$ cat src/design/assert_macros.svh
// Assertion macros shared by the list store RTL.
// Depends on nothing; included by files that carry concurrent checks.
`ifndef ASSERT_MACROS_SVH
`define ASSERT_MACROS_SVH
`ifndef SYNTHESIS
// Clocked property check, disabled while reset is asserted.
`define PLST_ASSERT(lbl, clk, rst_n, prop, msg) \
    lbl: assert property (@(posedge clk) disable iff (!rst_n) prop) else $error(msg);
// Clocked check that also runs during reset.
`define PLST_ASSERT_ALWAYS(lbl, clk, prop, msg) \
    lbl: assert property (@(posedge clk) prop) else $error(msg);
`else
`define PLST_ASSERT(lbl, clk, rst_n, prop, msg)
`define PLST_ASSERT_ALWAYS(lbl, clk, prop, msg)
`endif
`endif

$ cat src/design/plst_pkg.sv
// Package for the positional list store: request types, command codes,
// per-cell control struct. No dependencies.
package plst_pkg;

    localparam int DATA_W  = 32;
    localparam int TGT_W   = 7;   // wide enough for any cell index

    typedef enum logic [1:0] {
        CMD_INSERT = 2'd0,
        CMD_REMOVE = 2'd1,
        CMD_GET    = 2'd2,
        CMD_CLEAR  = 2'd3
    } cmd_t;

    typedef struct packed {
        logic [1:0]               command;
        logic signed [7:0]        position;
        logic signed [DATA_W-1:0] value;
    } cmd_req_t;

    typedef struct packed {
        logic                     ok;
        logic signed [DATA_W-1:0] read_value;
        logic [4:0]               entry_count;
    } res_req_t;

    // Broadcast to every cell for one accepted command.
    typedef struct packed {
        logic             ins_en;
        logic             rem_en;
        logic             get_en;
        logic [TGT_W-1:0] tgt;
    } cell_ctrl_t;

endpackage

$ cat src/design/plst_cell.sv
// One storage cell of the list: holds one entry, shifts with its neighbors.
// Depends on plst_pkg.
module plst_cell
    import plst_pkg::*;
#(
    parameter int IDX = 0
)
(
    input  logic              clk,
    input  cell_ctrl_t        ctrl,
    input  logic [DATA_W-1:0] word,
    input  logic [DATA_W-1:0] prev_data,
    input  logic [DATA_W-1:0] next_data,
    input  logic [DATA_W-1:0] rd_in,
    output logic [DATA_W-1:0] data,
    output logic [DATA_W-1:0] rd_out
);

    logic [DATA_W-1:0] data_reg;
    logic [DATA_W-1:0] data_next;
    logic              hit;
    logic              above;

    assign hit   = (ctrl.tgt == TGT_W'(IDX));
    assign above = (TGT_W'(IDX) > ctrl.tgt);

    always_comb
    begin
        data_next = data_reg;
        if (ctrl.ins_en)
        begin
            if (hit)
                data_next = word;
            else if (above)
                data_next = prev_data;
        end
        else if (ctrl.rem_en && (hit || above))
        begin
            data_next = next_data;
        end
    end

    always_ff @(posedge clk)
    begin
        data_reg <= data_next;
    end

    // Read chain: the addressed cell drops its word onto the chain.
    assign rd_out = rd_in | ((ctrl.get_en && hit) ? data_reg : '0);
    assign data   = data_reg;

endmodule

$ cat src/design/positional_list_store_unit.sv
// Top level of the positional list store: command decode, count register,
// cell chain and result register. Depends on plst_pkg, plst_cell, assert_macros.svh.
//
// Channel | Direction | Payload    | Handshake
// cmd     | in        | cmd_req_t  | cmd_valid / cmd_stall
// res     | out       | res_req_t  | res_valid / res_stall
//
// Every command takes effect at its accepting edge: the cell chain shifts, loads
// or reads, and the result register holds the response next cycle.
// Throughput is one command per cycle while cmd_stall is low; the result register is the only stage.
// cmd_stall rises only while a result is held and res_stall is high.
// Reset empties the list (count to zero); entry words are not reset.
`include "assert_macros.svh"
module positional_list_store_unit
    import plst_pkg::*;
#(
    parameter int CAPACITY = 16
)
(
    input  logic     clk,
    input  logic     rst_n,
    input  logic     cmd_valid,
    output logic     cmd_stall,
    input  cmd_req_t cmd,
    output logic     res_valid,
    input  logic     res_stall,
    output res_req_t res
);

    localparam int CNT_W = $clog2(CAPACITY + 1);
    localparam int CMP_W = ((CNT_W > 7) ? CNT_W : 7) + 1;

    logic [CNT_W-1:0] count_reg;
    logic [CNT_W-1:0] count_next;
    logic             res_valid_reg;
    res_req_t         res_reg;
    res_req_t         res_next;

    logic             accept;
    logic             neg;
    logic [CMP_W-1:0] pos_ext;
    logic [CMP_W-1:0] cnt_ext;
    logic             full;
    logic             in_range;
    cell_ctrl_t       ctrl;
    logic             ok;

    logic [DATA_W-1:0] cell_data [CAPACITY];
    logic [DATA_W-1:0] rd_chain  [CAPACITY+1];

    // Output register parts the two sides; a free slot or a draining one
    // lets the next command in.
    assign cmd_stall = res_valid_reg && res_stall;
    assign accept    = cmd_valid && !cmd_stall;

    assign neg      = cmd.position[7];
    assign pos_ext  = CMP_W'(cmd.position[6:0]);
    assign cnt_ext  = CMP_W'(count_reg);
    assign full     = (count_reg == CNT_W'(CAPACITY));
    assign in_range = !neg && (pos_ext < cnt_ext);

    always_comb
    begin
        ctrl       = '0;
        ok         = 1'b0;
        count_next = count_reg;
        // insert past the end appends at the current count
        ctrl.tgt   = (pos_ext > cnt_ext) ? TGT_W'(cnt_ext) : TGT_W'(pos_ext);
        unique case (cmd_t'(cmd.command))
            CMD_INSERT:
            begin
                if (!neg && !full)
                begin
                    ctrl.ins_en = accept;
                    ok          = 1'b1;
                    count_next  = count_reg + 1'b1;
                end
            end
            CMD_REMOVE:
            begin
                if (in_range)
                begin
                    ctrl.rem_en = accept;
                    ok          = 1'b1;
                    count_next  = count_reg - 1'b1;
                end
            end
            CMD_GET:
            begin
                ctrl.get_en = in_range;
                ok          = in_range;
            end
            CMD_CLEAR:
            begin
                ok         = 1'b1;
                count_next = '0;
            end
            default:
            begin
                ok = 1'b0;
            end
        endcase
    end

    // Cell chain: cell i takes from i-1 on insert and from i+1 on remove.
    assign rd_chain[0] = '0;

    genvar gi;
    generate
        for (gi = 0; gi < CAPACITY; gi++)
        begin : g_cell
            logic [DATA_W-1:0] prev_d;
            logic [DATA_W-1:0] next_d;
            if (gi == 0)
            begin : g_first
                assign prev_d = '0;
            end
            else
            begin : g_mid_prev
                assign prev_d = cell_data[gi-1];
            end
            if (gi == CAPACITY - 1)
            begin : g_last
                assign next_d = cell_data[gi];
            end
            else
            begin : g_mid_next
                assign next_d = cell_data[gi+1];
            end
            plst_cell #(
                .IDX (gi)
            ) u_cell (
                .clk       (clk),
                .ctrl      (ctrl),
                .word      (cmd.value),
                .prev_data (prev_d),
                .next_data (next_d),
                .rd_in     (rd_chain[gi]),
                .data      (cell_data[gi]),
                .rd_out    (rd_chain[gi+1])
            );
        end
    endgenerate

    always_comb
    begin
        res_next.ok          = ok;
        res_next.read_value  = rd_chain[CAPACITY];
        res_next.entry_count = 5'(count_next);
    end

    always_ff @(posedge clk or negedge rst_n)
    begin
        if (!rst_n)
        begin
            count_reg     <= '0;
            res_valid_reg <= 1'b0;
        end
        else
        begin
            if (accept)
            begin
                count_reg     <= count_next;
                res_valid_reg <= 1'b1;
            end
            else if (!res_stall)
            begin
                res_valid_reg <= 1'b0;
            end
        end
    end

    always_ff @(posedge clk)
    begin
        if (accept)
            res_reg <= res_next;
    end

    assign res_valid = res_valid_reg;
    assign res       = res_reg;

    `PLST_ASSERT(a_count_bound, clk, rst_n, count_reg <= CNT_W'(CAPACITY), "count above capacity")
    `PLST_ASSERT(a_fail_no_data, clk, rst_n, (res_valid && !res.ok) |-> (res.read_value == '0), "failed command returned data")
    `PLST_ASSERT(a_clear_empty, clk, rst_n, (accept && (cmd.command == CMD_CLEAR)) |=> (count_reg == '0), "clear left entries")
    `PLST_ASSERT(a_count_step, clk, rst_n, (accept && (cmd.command == CMD_GET)) |=> $stable(count_reg), "get changed count")

endmodule

$ cat config.mk
export PLATFORM = sky130hd
export DESIGN_NAME = positional_list_store_unit
export DESIGN_NICKNAME = d
export VERILOG_FILES = /design/src/design/plst_pkg.sv /design/src/design/plst_cell.sv /design/src/design/positional_list_store_unit.sv
export VERILOG_INCLUDE_DIRS = /design/src /design/src/design
export SDC_FILE = /design/constraint.sdc
export NUM_CORES = 1
export LEC_CHECK = 0
export ABC_AREA = 1
export BUFFER_PORTS_ARGS = -buffer_cell sky130_fd_sc_hd__buf_2
export CORE_UTILIZATION = 39
export CTS_CLUSTER_SIZE = 40
export DETAILED_ROUTE_END_ITERATION = 16
export HOLD_SLACK_MARGIN = 0.15
export PLACE_DENSITY = 0.54
export SETUP_SLACK_MARGIN = 0.1
export SLEW_MARGIN = 25
export SYNTH_ARGS = -nofsm -noshare
export SYNTH_HDL_FRONTEND = slang
export SYNTH_SLANG_ARGS = --single-unit
$ cat constraint.sdc
create_clock -name clk -period 5.9 [get_ports clk]
set_input_delay 0.59 -clock clk [delete_from_list [all_inputs] [get_ports clk]]
set_output_delay 0.59 -clock clk [all_outputs]
set_load 0.02 [all_outputs]
; After elaboration in Yosys (flattened, before gate mapping)
; Cells that the tools add are included.
[word_totals]
reg_bits = 556
inputBits = 46
output_inout_bits = 40
word_cells = 270
[classes]
add_sub_neg = 2
order_cmp = 18
eq_ne = 35
mux = 92
n_bitwise = 15
n_reduce_logical = 87
[op_table]
columns = op, n
row1 = $mux W32, 78
row2 = $or A32 B32 Y32, 15
row3 = $eq A7 B4 Y1 const B, 8
row4 = $gt A4 B7 Y1 const A, 8
row5 = $ne A3 B1 Y1 const B, 15
row6 = $logic_and A1 B1 Y1, 35
row7 = $reduce_and A2 Y1, 16
row8 = $reduce_bool A2 Y1, 16
row9 = $eq A7 B3 Y1 const B, 4
row10 = $gt A3 B7 Y1 const A, 4
row11 = $logic_or A1 B1 Y1, 15
row12 = $pmux W5 S3, 1
row13 = $eq A7 B2 Y1 const B, 2
row14 = $gt A1 B7 Y1 const A, 2
row15 = $gt A2 B7 Y1 const A, 2
row16 = $mux W5, 2
row17 = $mux W1, 9
row18 = $eq A7 B1 Y1 const B, 1
row19 = $gt A7 B5 Y1, 1
row20 = $logic_not A7 Y1, 1
row21 = $lt A7 B5 Y1, 1
row22 = $mux W7, 1
row23 = $add A5 B1 Y5 const B, 1
row24 = $eq A5 B5 Y1 const B, 1
row25 = other kinds (7), 10

; Depth between registers and ports, before layout
[logic_depth]
depth_word = 20
mapped_depth = 20
ltp_nobuf = 18

; Modules after synthesis
; Synthesis repeated with hierarchy kept, for this count alone.
[hier_totals]
cells_unflattened = 6101
hier_area_um2 = 41723.8
[by_module_without_submodules]
columns = mod, n_inst, cells_each, area_each_um2, seq_area_each_um2
row1 = plst_cell at g_cell[0].u_cell, 1, 357, 2611.3, 960.9
row2 = plst_cell at g_cell[1].u_cell, 1, 357, 2610.0, 960.9
row3 = plst_cell at g_cell[7].u_cell, 1, 351, 2543.7, 960.9
row4 = plst_cell at g_cell[13].u_cell, 1, 392, 2516.2, 960.9
row5 = plst_cell at g_cell[4].u_cell, 1, 392, 2497.4, 960.9
row6 = plst_cell at g_cell[14].u_cell, 1, 389, 2491.1, 960.9
row7 = plst_cell at g_cell[5].u_cell, 1, 317, 2479.9, 960.9
row8 = plst_cell at g_cell[3].u_cell, 1, 317, 2477.4, 960.9
row9 = plst_cell at g_cell[2].u_cell, 1, 393, 2476.1, 960.9
row10 = plst_cell at g_cell[6].u_cell, 1, 351, 2439.8, 960.9
row11 = plst_cell at g_cell[12].u_cell, 1, 388, 2438.6, 960.9
row12 = plst_cell at g_cell[10].u_cell, 1, 389, 2431.1, 960.9
row13 = plst_cell at g_cell[11].u_cell, 1, 389, 2424.8, 960.9
row14 = plst_cell at g_cell[15].u_cell, 1, 383, 2416.1, 960.9
row15 = 3 more rows, --, --, --, --

; Worst setup path after synthesis
; Ideal clock, no wire load.
[synth_path]
kind = input port to flip-flop
start = input port cmd[36] (netlist bit)
end = register g_cell[5].u_cell.data_reg[0], enable pin
setup_ns = 0.432
arrival_time_ns = 5.269
t_required_ns = 5.468
path_slack_ns = 0.200
path_stages = 13
path_buffers = 0
path_cell_list = ha_1 a21o_1 nor2_1 nand3_1 nor3_1 inv_1 nand2_1 inv_1 nor2_1 inv_1 nor2_1 inv_1 a21oi_1
[synth_between]
elab_chain_cells = 7
word_cells_on_any_way = 13
cone_classes = order compare (3) / eq/ne (2) / mux (3) / reduce/logical (5)
[synth_lines]
columns = item, line
row1 = start: declaration, positional_list_store_unit.sv:24  ; input cmd_req_t cmd,
row2 = $gt A7 B5 Y1 or $lt A7 B5 Y1 (tied branches), "positional_list_store_unit.sv:68, positional_list_store_unit.sv:60"
row3 = $mux W7 or $logic_and A1 B1 Y1 (tied branches), "positional_list_store_unit.sv:68, positional_list_store_unit.sv:60"
row4 = $gt A3 B7 Y1 (tied with other cells), plst_cell.sv:25  ; assign above = (TGT_W'(IDX) > ctrl.tgt);
row5 = $logic_or A1 B1 Y1 or $mux W1 (tied branches), "plst_cell.sv:37, positional_list_store_unit.sv:69"
row6 = $logic_and A1 B1 Y1, plst_cell.sv:37  ; else if (ctrl.rem_en && (hit || above))
row7 = $reduce_bool A2 Y1 (no source line), --
row8 = $reduce_and A2 Y1 (no source line) *, --
row9 = end signal: assignment, plst_cell.sv:45  ; data_reg <= data_next;
row10 = end: declaration, plst_cell.sv:19  ; logic [DATA_W-1:0] data_reg;
; Every way passes the cells marked *; elsewhere a longest branch is shown, timed or not.
; A chain may end at the register's enable or synchronous reset.

; Worst setup path after layout
[layout_path]
start = register count_reg[2]
end = register g_cell[4].u_cell.data_reg[10], enable pin
[layout_between]
elab_chain_cells = 7
word_cells_on_any_way = 18
cone_classes = order compare (3) / eq/ne (3) / mux (5) / reduce/logical (7)
[layout_lines]
columns = item, line
row1 = start: declaration, positional_list_store_unit.sv:33  ; logic [CNT_W-1:0] count_reg;
row2 = start signal: assignment, positional_list_store_unit.sv:163  ; count_reg <= count_next;
row3 = $gt A7 B5 Y1 (tied with other cells), positional_list_store_unit.sv:68  ; ctrl.tgt = (pos_ext > cnt_ext) ? TGT_W'(cnt_ext) : TGT_W'(pos_ext);
row4 = $mux W7 (tied with other cells), positional_list_store_unit.sv:68
row5 = $gt A3 B7 Y1 (tied with other cells), plst_cell.sv:25
row6 = $logic_or A1 B1 Y1 (tied with other cells), plst_cell.sv:37
row7 = $logic_and A1 B1 Y1 or $mux W1 (tied branches), "plst_cell.sv:37, positional_list_store_unit.sv:69"
row8 = $reduce_bool A2 Y1 (no source line) or $ne A3 B1 Y1 (tied branches), --
row9 = $reduce_and A2 Y1 (no source line) *, --
row10 = end signal: assignment, plst_cell.sv:45
row11 = end: declaration, plst_cell.sv:19
; Marked as above.

==> impl_results.md <==
- Run status: finished, final reports clean
- Hold path startpoint: res_stall
- Number of instances in the synthesized netlist: 4,271
- RePlAce Congestion: 0.862
- Crit start category: flip-flop
- Cell at the root of the clock tree: sky130_fd_sc_hd__clkbuf_16
- Iteration-0 DRC Markers: 3,982
- WHS Path Cells: 3
- Sort of element at the end of the critical path: flip-flop
- Height of the die: between 200 and 300 um
- Number of standard-cell rows in the floorplan: 108
- Reg-to-reg startpoint: count_reg[2]$_DFFE_PN0P_
- Met2 Usage GRT: 48.5%
- Router iterations before antenna repair: 8
- Cell depth of the worst flop-to-flop path: 17
- Final routed wirelength across all metal layers: about 140 mm
- Data required time at the worst endpoint: 6.18 ns
- Post-synth top area share: around 48%
- Layout cell share with drive strength beyond 1: 8.25%
- Most frequent cells in the layout: 640 x sky130_fd_sc_hd__inv_1, 565 x sky130_fd_sc_hd__o21ai_0, 550 x sky130_fd_sc_hd__edfxtp_1, 548 x sky130_fd_sc_hd__nand2_1, 450 x sky130_fd_sc_hd__nand4_1
- Count of maximum capacitance violations: 0
- Die X-Extent: 299 um
- Antenna violations before repair: 10
- Post-Syn Area: 34,500 um2
- Vias after detailed routing: about 32,000
- Largest area contributor in the synthesized netlist: sky130_fd_sc_hd__edfxtp_1
- Max-slew violation count: 0
- Top-Level Pins: 86
- Max-slew headroom: between 20% and 30%
- Share of power burned in combinational logic: 17.4%
- Met1 track demand over resource in global routing: between 40% and 50%
- Relative contribution of the clock network to total power: 39.4%
- Transition time at the pin with the least slew margin: 1.09 ns
- Filler cells: about 9,000
- Worst setup skew after layout: 0.0248 ns
- Avg Vias per Cell: between 6 and 7
- Maximum operating frequency: approximately 210 MHz
- CTS-repair resized insts: 0
- Category of the critical setup timing path: flip-flop to flip-flop
- Remaining global-route overflow: 0
- Maximum vdd drop: roughly 290 uV
- Worst R2R Setup Slack: about 1.2 ns
- Final Critical Period: 4.75 ns
- Proportion of total power due to net switching: 32.4%
- Dominant cells by area after synthesis: sky130_fd_sc_hd__edfxtp_1 48%, sky130_fd_sc_hd__o21ai_0 8.2%, sky130_fd_sc_hd__nand4_1 8.2%
- Hold Path Sink: res_valid$_DFFE_PN0P_
- Post-synthesis sequential area ratio: 48.3%
- Pwr per Cell Area: 275 nW/um2
- Period utilisation layout: between 80% and 90%
- TritonCTS clock tree: built
- Area of the core region: between 80,000 and 90,000 um2
- DRC: 0
- Highest net fanout along the worst path: 33
- Routed WL per cell: between 20 and 30 um
- Via count of the first global-routing pass: 29,900
- Number of distinct standard cells referenced by the synthesized netlist: 37
- First-pass GRT wire length: between 200 and 250 mm
- Ys Warns: 0
- Path category of the worst min-delay check: input pin to flip-flop
- Net count reported at finish: 4,178
- Met3 Resource Use GR: 5.03%
- Most frequent standard cell in the layout excluding fill and tap cells: sky130_fd_sc_hd__inv_1
- CTS Sinks: around 560
- Synthesized net count: 4,329
- Switching power total: 3360 uW
- Number of CTS-inserted buffers: 68
- Number of flip-flops in the largest register: 512
- Synthesized flop and latch total: around 560
- Clock buffer depth: 3
- Leakage: 0.0152 uW
- Count of buffers inserted at the top-level ports: 85
- RSZ-0062 raised after global routing: no
- Data arrival time at the worst-slack endpoint: about 5 ns
- Area growth from synthesis to layout: 9.21%
- Sequential fraction of design power: 43.1%
- HPWL reported at the end of detailed placement: 77.6 mm
- Initial Utilization: 39.6%
- Syn avg cell area: approximately 8 um2
- Power Internal: 7010 uW
- Layer with the highest usage: met2
- Number of antenna-violating nets in the routed design: 0
- Clock-pin slew on the worst setup and hold paths: ~0.060 ns
- Setup TNS: 0 ns
- Clock latency on the worst-skew pair: 0.62 ns
- CTS H-tree lvls: 3
- Total global routing track utilization: 30.7%
- Worst r2r dst: g_cell[4].u_cell.data[10]$_DFFE_PP_
- Count of final setup violators: 0
- Full die area: 89,600 um2
- Pin count of the biggest net entering global routing: ~220
- Final number of hold-violating endpoints: 0
- Final core utilization: between 40% and 50%
-- per-stage QoR --
step                      setup WS [ns]  cell area (um2)  hold WS, ns  instances  total power (uW)
final                              1.15            37700        0.189       5328             10400
after CTS                          1.25            37600        0.171       5325             10400
after global placement             1.24            35600        0.440       5204              6290
after detailed placement           1.24            35600        0.444       5204              6300
after global routing              0.823            37600        0.217       5325             10600
after floorplan                   0.200            34500        0.294       4271              5510
-- cell families after synthesis --
kind of cell | share of synthesized area, %
AOI/OAI and AO/OA | 19.3
adders and majority gates | 0.435
buffers and inverters | 12.4
DFF | 48.3
and+or+nand+nor | 19.6
-- metal layers --
metal | vias to the layer above | part of all wire, %
li1 | 14600 | -
met1 | 15700 | 41
met2 | 1786 | 45
met3 | 317 | 9.9
met4 | 4 | 4.0
met5 | - | 0.019
-- cells in the mapped netlist (all sizes together) --
| master | number |
|---|---|
| nand4 | 451 |
| buf | 227 |
| nand3 | 144 |
| a211oi | 2 |
| o21ai | 883 |
| nor2 | 166 |
| inv | 650 |
| clkbuf | 163 |
| edfxtp | 550 |
| clkinv | 1 |
| o31ai | 1 |
| nand3b | 1 |
| a21oi | 394 |
| a22oi | 2 |
| a21o | 1 |
| o211ai | 1 |
| nor3 | 4 |
| dfrtp | 6 |
| o22ai | 32 |
| ha | 12 |
| a31oi | 2 |
| nand2 | 578 |
-- worst max path at each step --
stage | from | end | slack [ns] | cells past startpoint
3_3_place_gp | cmd[34] | g_cell[4].u_cell.data[10]$_DFFE_PP_ | 1.24 | 17
6_report | count_reg[2]$_DFFE_PN0P_ | g_cell[4].u_cell.data[10]$_DFFE_PP_ | 1.15 | 17
5_1_grt | count_reg[2]$_DFFE_PN0P_ | g_cell[4].u_cell.data[2]$_DFFE_PP_ | 0.82 | 17
4_1_cts | count_reg[2]$_DFFE_PN0P_ | g_cell[4].u_cell.data[22]$_DFFE_PP_ | 1.25 | 17
3_5_place_dp | cmd[36] | g_cell[4].u_cell.data[10]$_DFFE_PP_ | 1.24 | 16
2_1_floorplan | cmd[36] | g_cell[5].u_cell.data[0]$_DFFE_PP_ | 0.20 | 13
-- cell type report --
cell class	instances	area [um2]	area share (%)
Antenna cell	3	7.51	0.0199
Clock inverter	37	245	0.651
Multi-Input combinational cell	2674	13700	36.5
Tap cell	1155	1450	3.84
Clock buffer	83	1820	4.84
Inverter	651	2460	6.53
Timing Repair Buffer	169	1270	3.38
Sequential cell	556	16700	44.3
-- critical path, cell delays in order (launching register included) --
cell and delay [ns]:
sky130_fd_sc_hd__dfrtp_1 0.53, sky130_fd_sc_hd__inv_1 0.18, sky130_fd_sc_hd__ha_1 0.35, sky130_fd_sc_hd__a21oi_1 0.17
sky130_fd_sc_hd__nand2_1 0.07, sky130_fd_sc_hd__nand2_1 0.10, sky130_fd_sc_hd__nand3_1 0.28, sky130_fd_sc_hd__nor3_1 0.28
sky130_fd_sc_hd__inv_1 0.13, sky130_fd_sc_hd__nand2_1 0.08, sky130_fd_sc_hd__inv_1 0.15, sky130_fd_sc_hd__nor2_1 0.19
sky130_fd_sc_hd__inv_1 0.19, sky130_fd_sc_hd__nor2_4 0.13, sky130_fd_sc_hd__buf_4 0.65, sky130_fd_sc_hd__o21ai_0 0.24
sky130_fd_sc_hd__inv_2 0.34, sky130_fd_sc_hd__buf_12 0.33
-- power by group through the flow --
stage	sequential [uW]	combinational [uW]	clock (uW)
finish	4470	1810	4090
global route	4480	1830	4260
CTS	4470	1750	4140
detailed placement	4550	1750	0
global placement	4550	1740	0
floorplan	4560	954	0
-- repair_timing --
action	in CTS	in global routing
hold buffers	1	0
buffers inserted	0	0
endpoints found under the hold margin	6	0
Power figures use the tool's default switching activity.
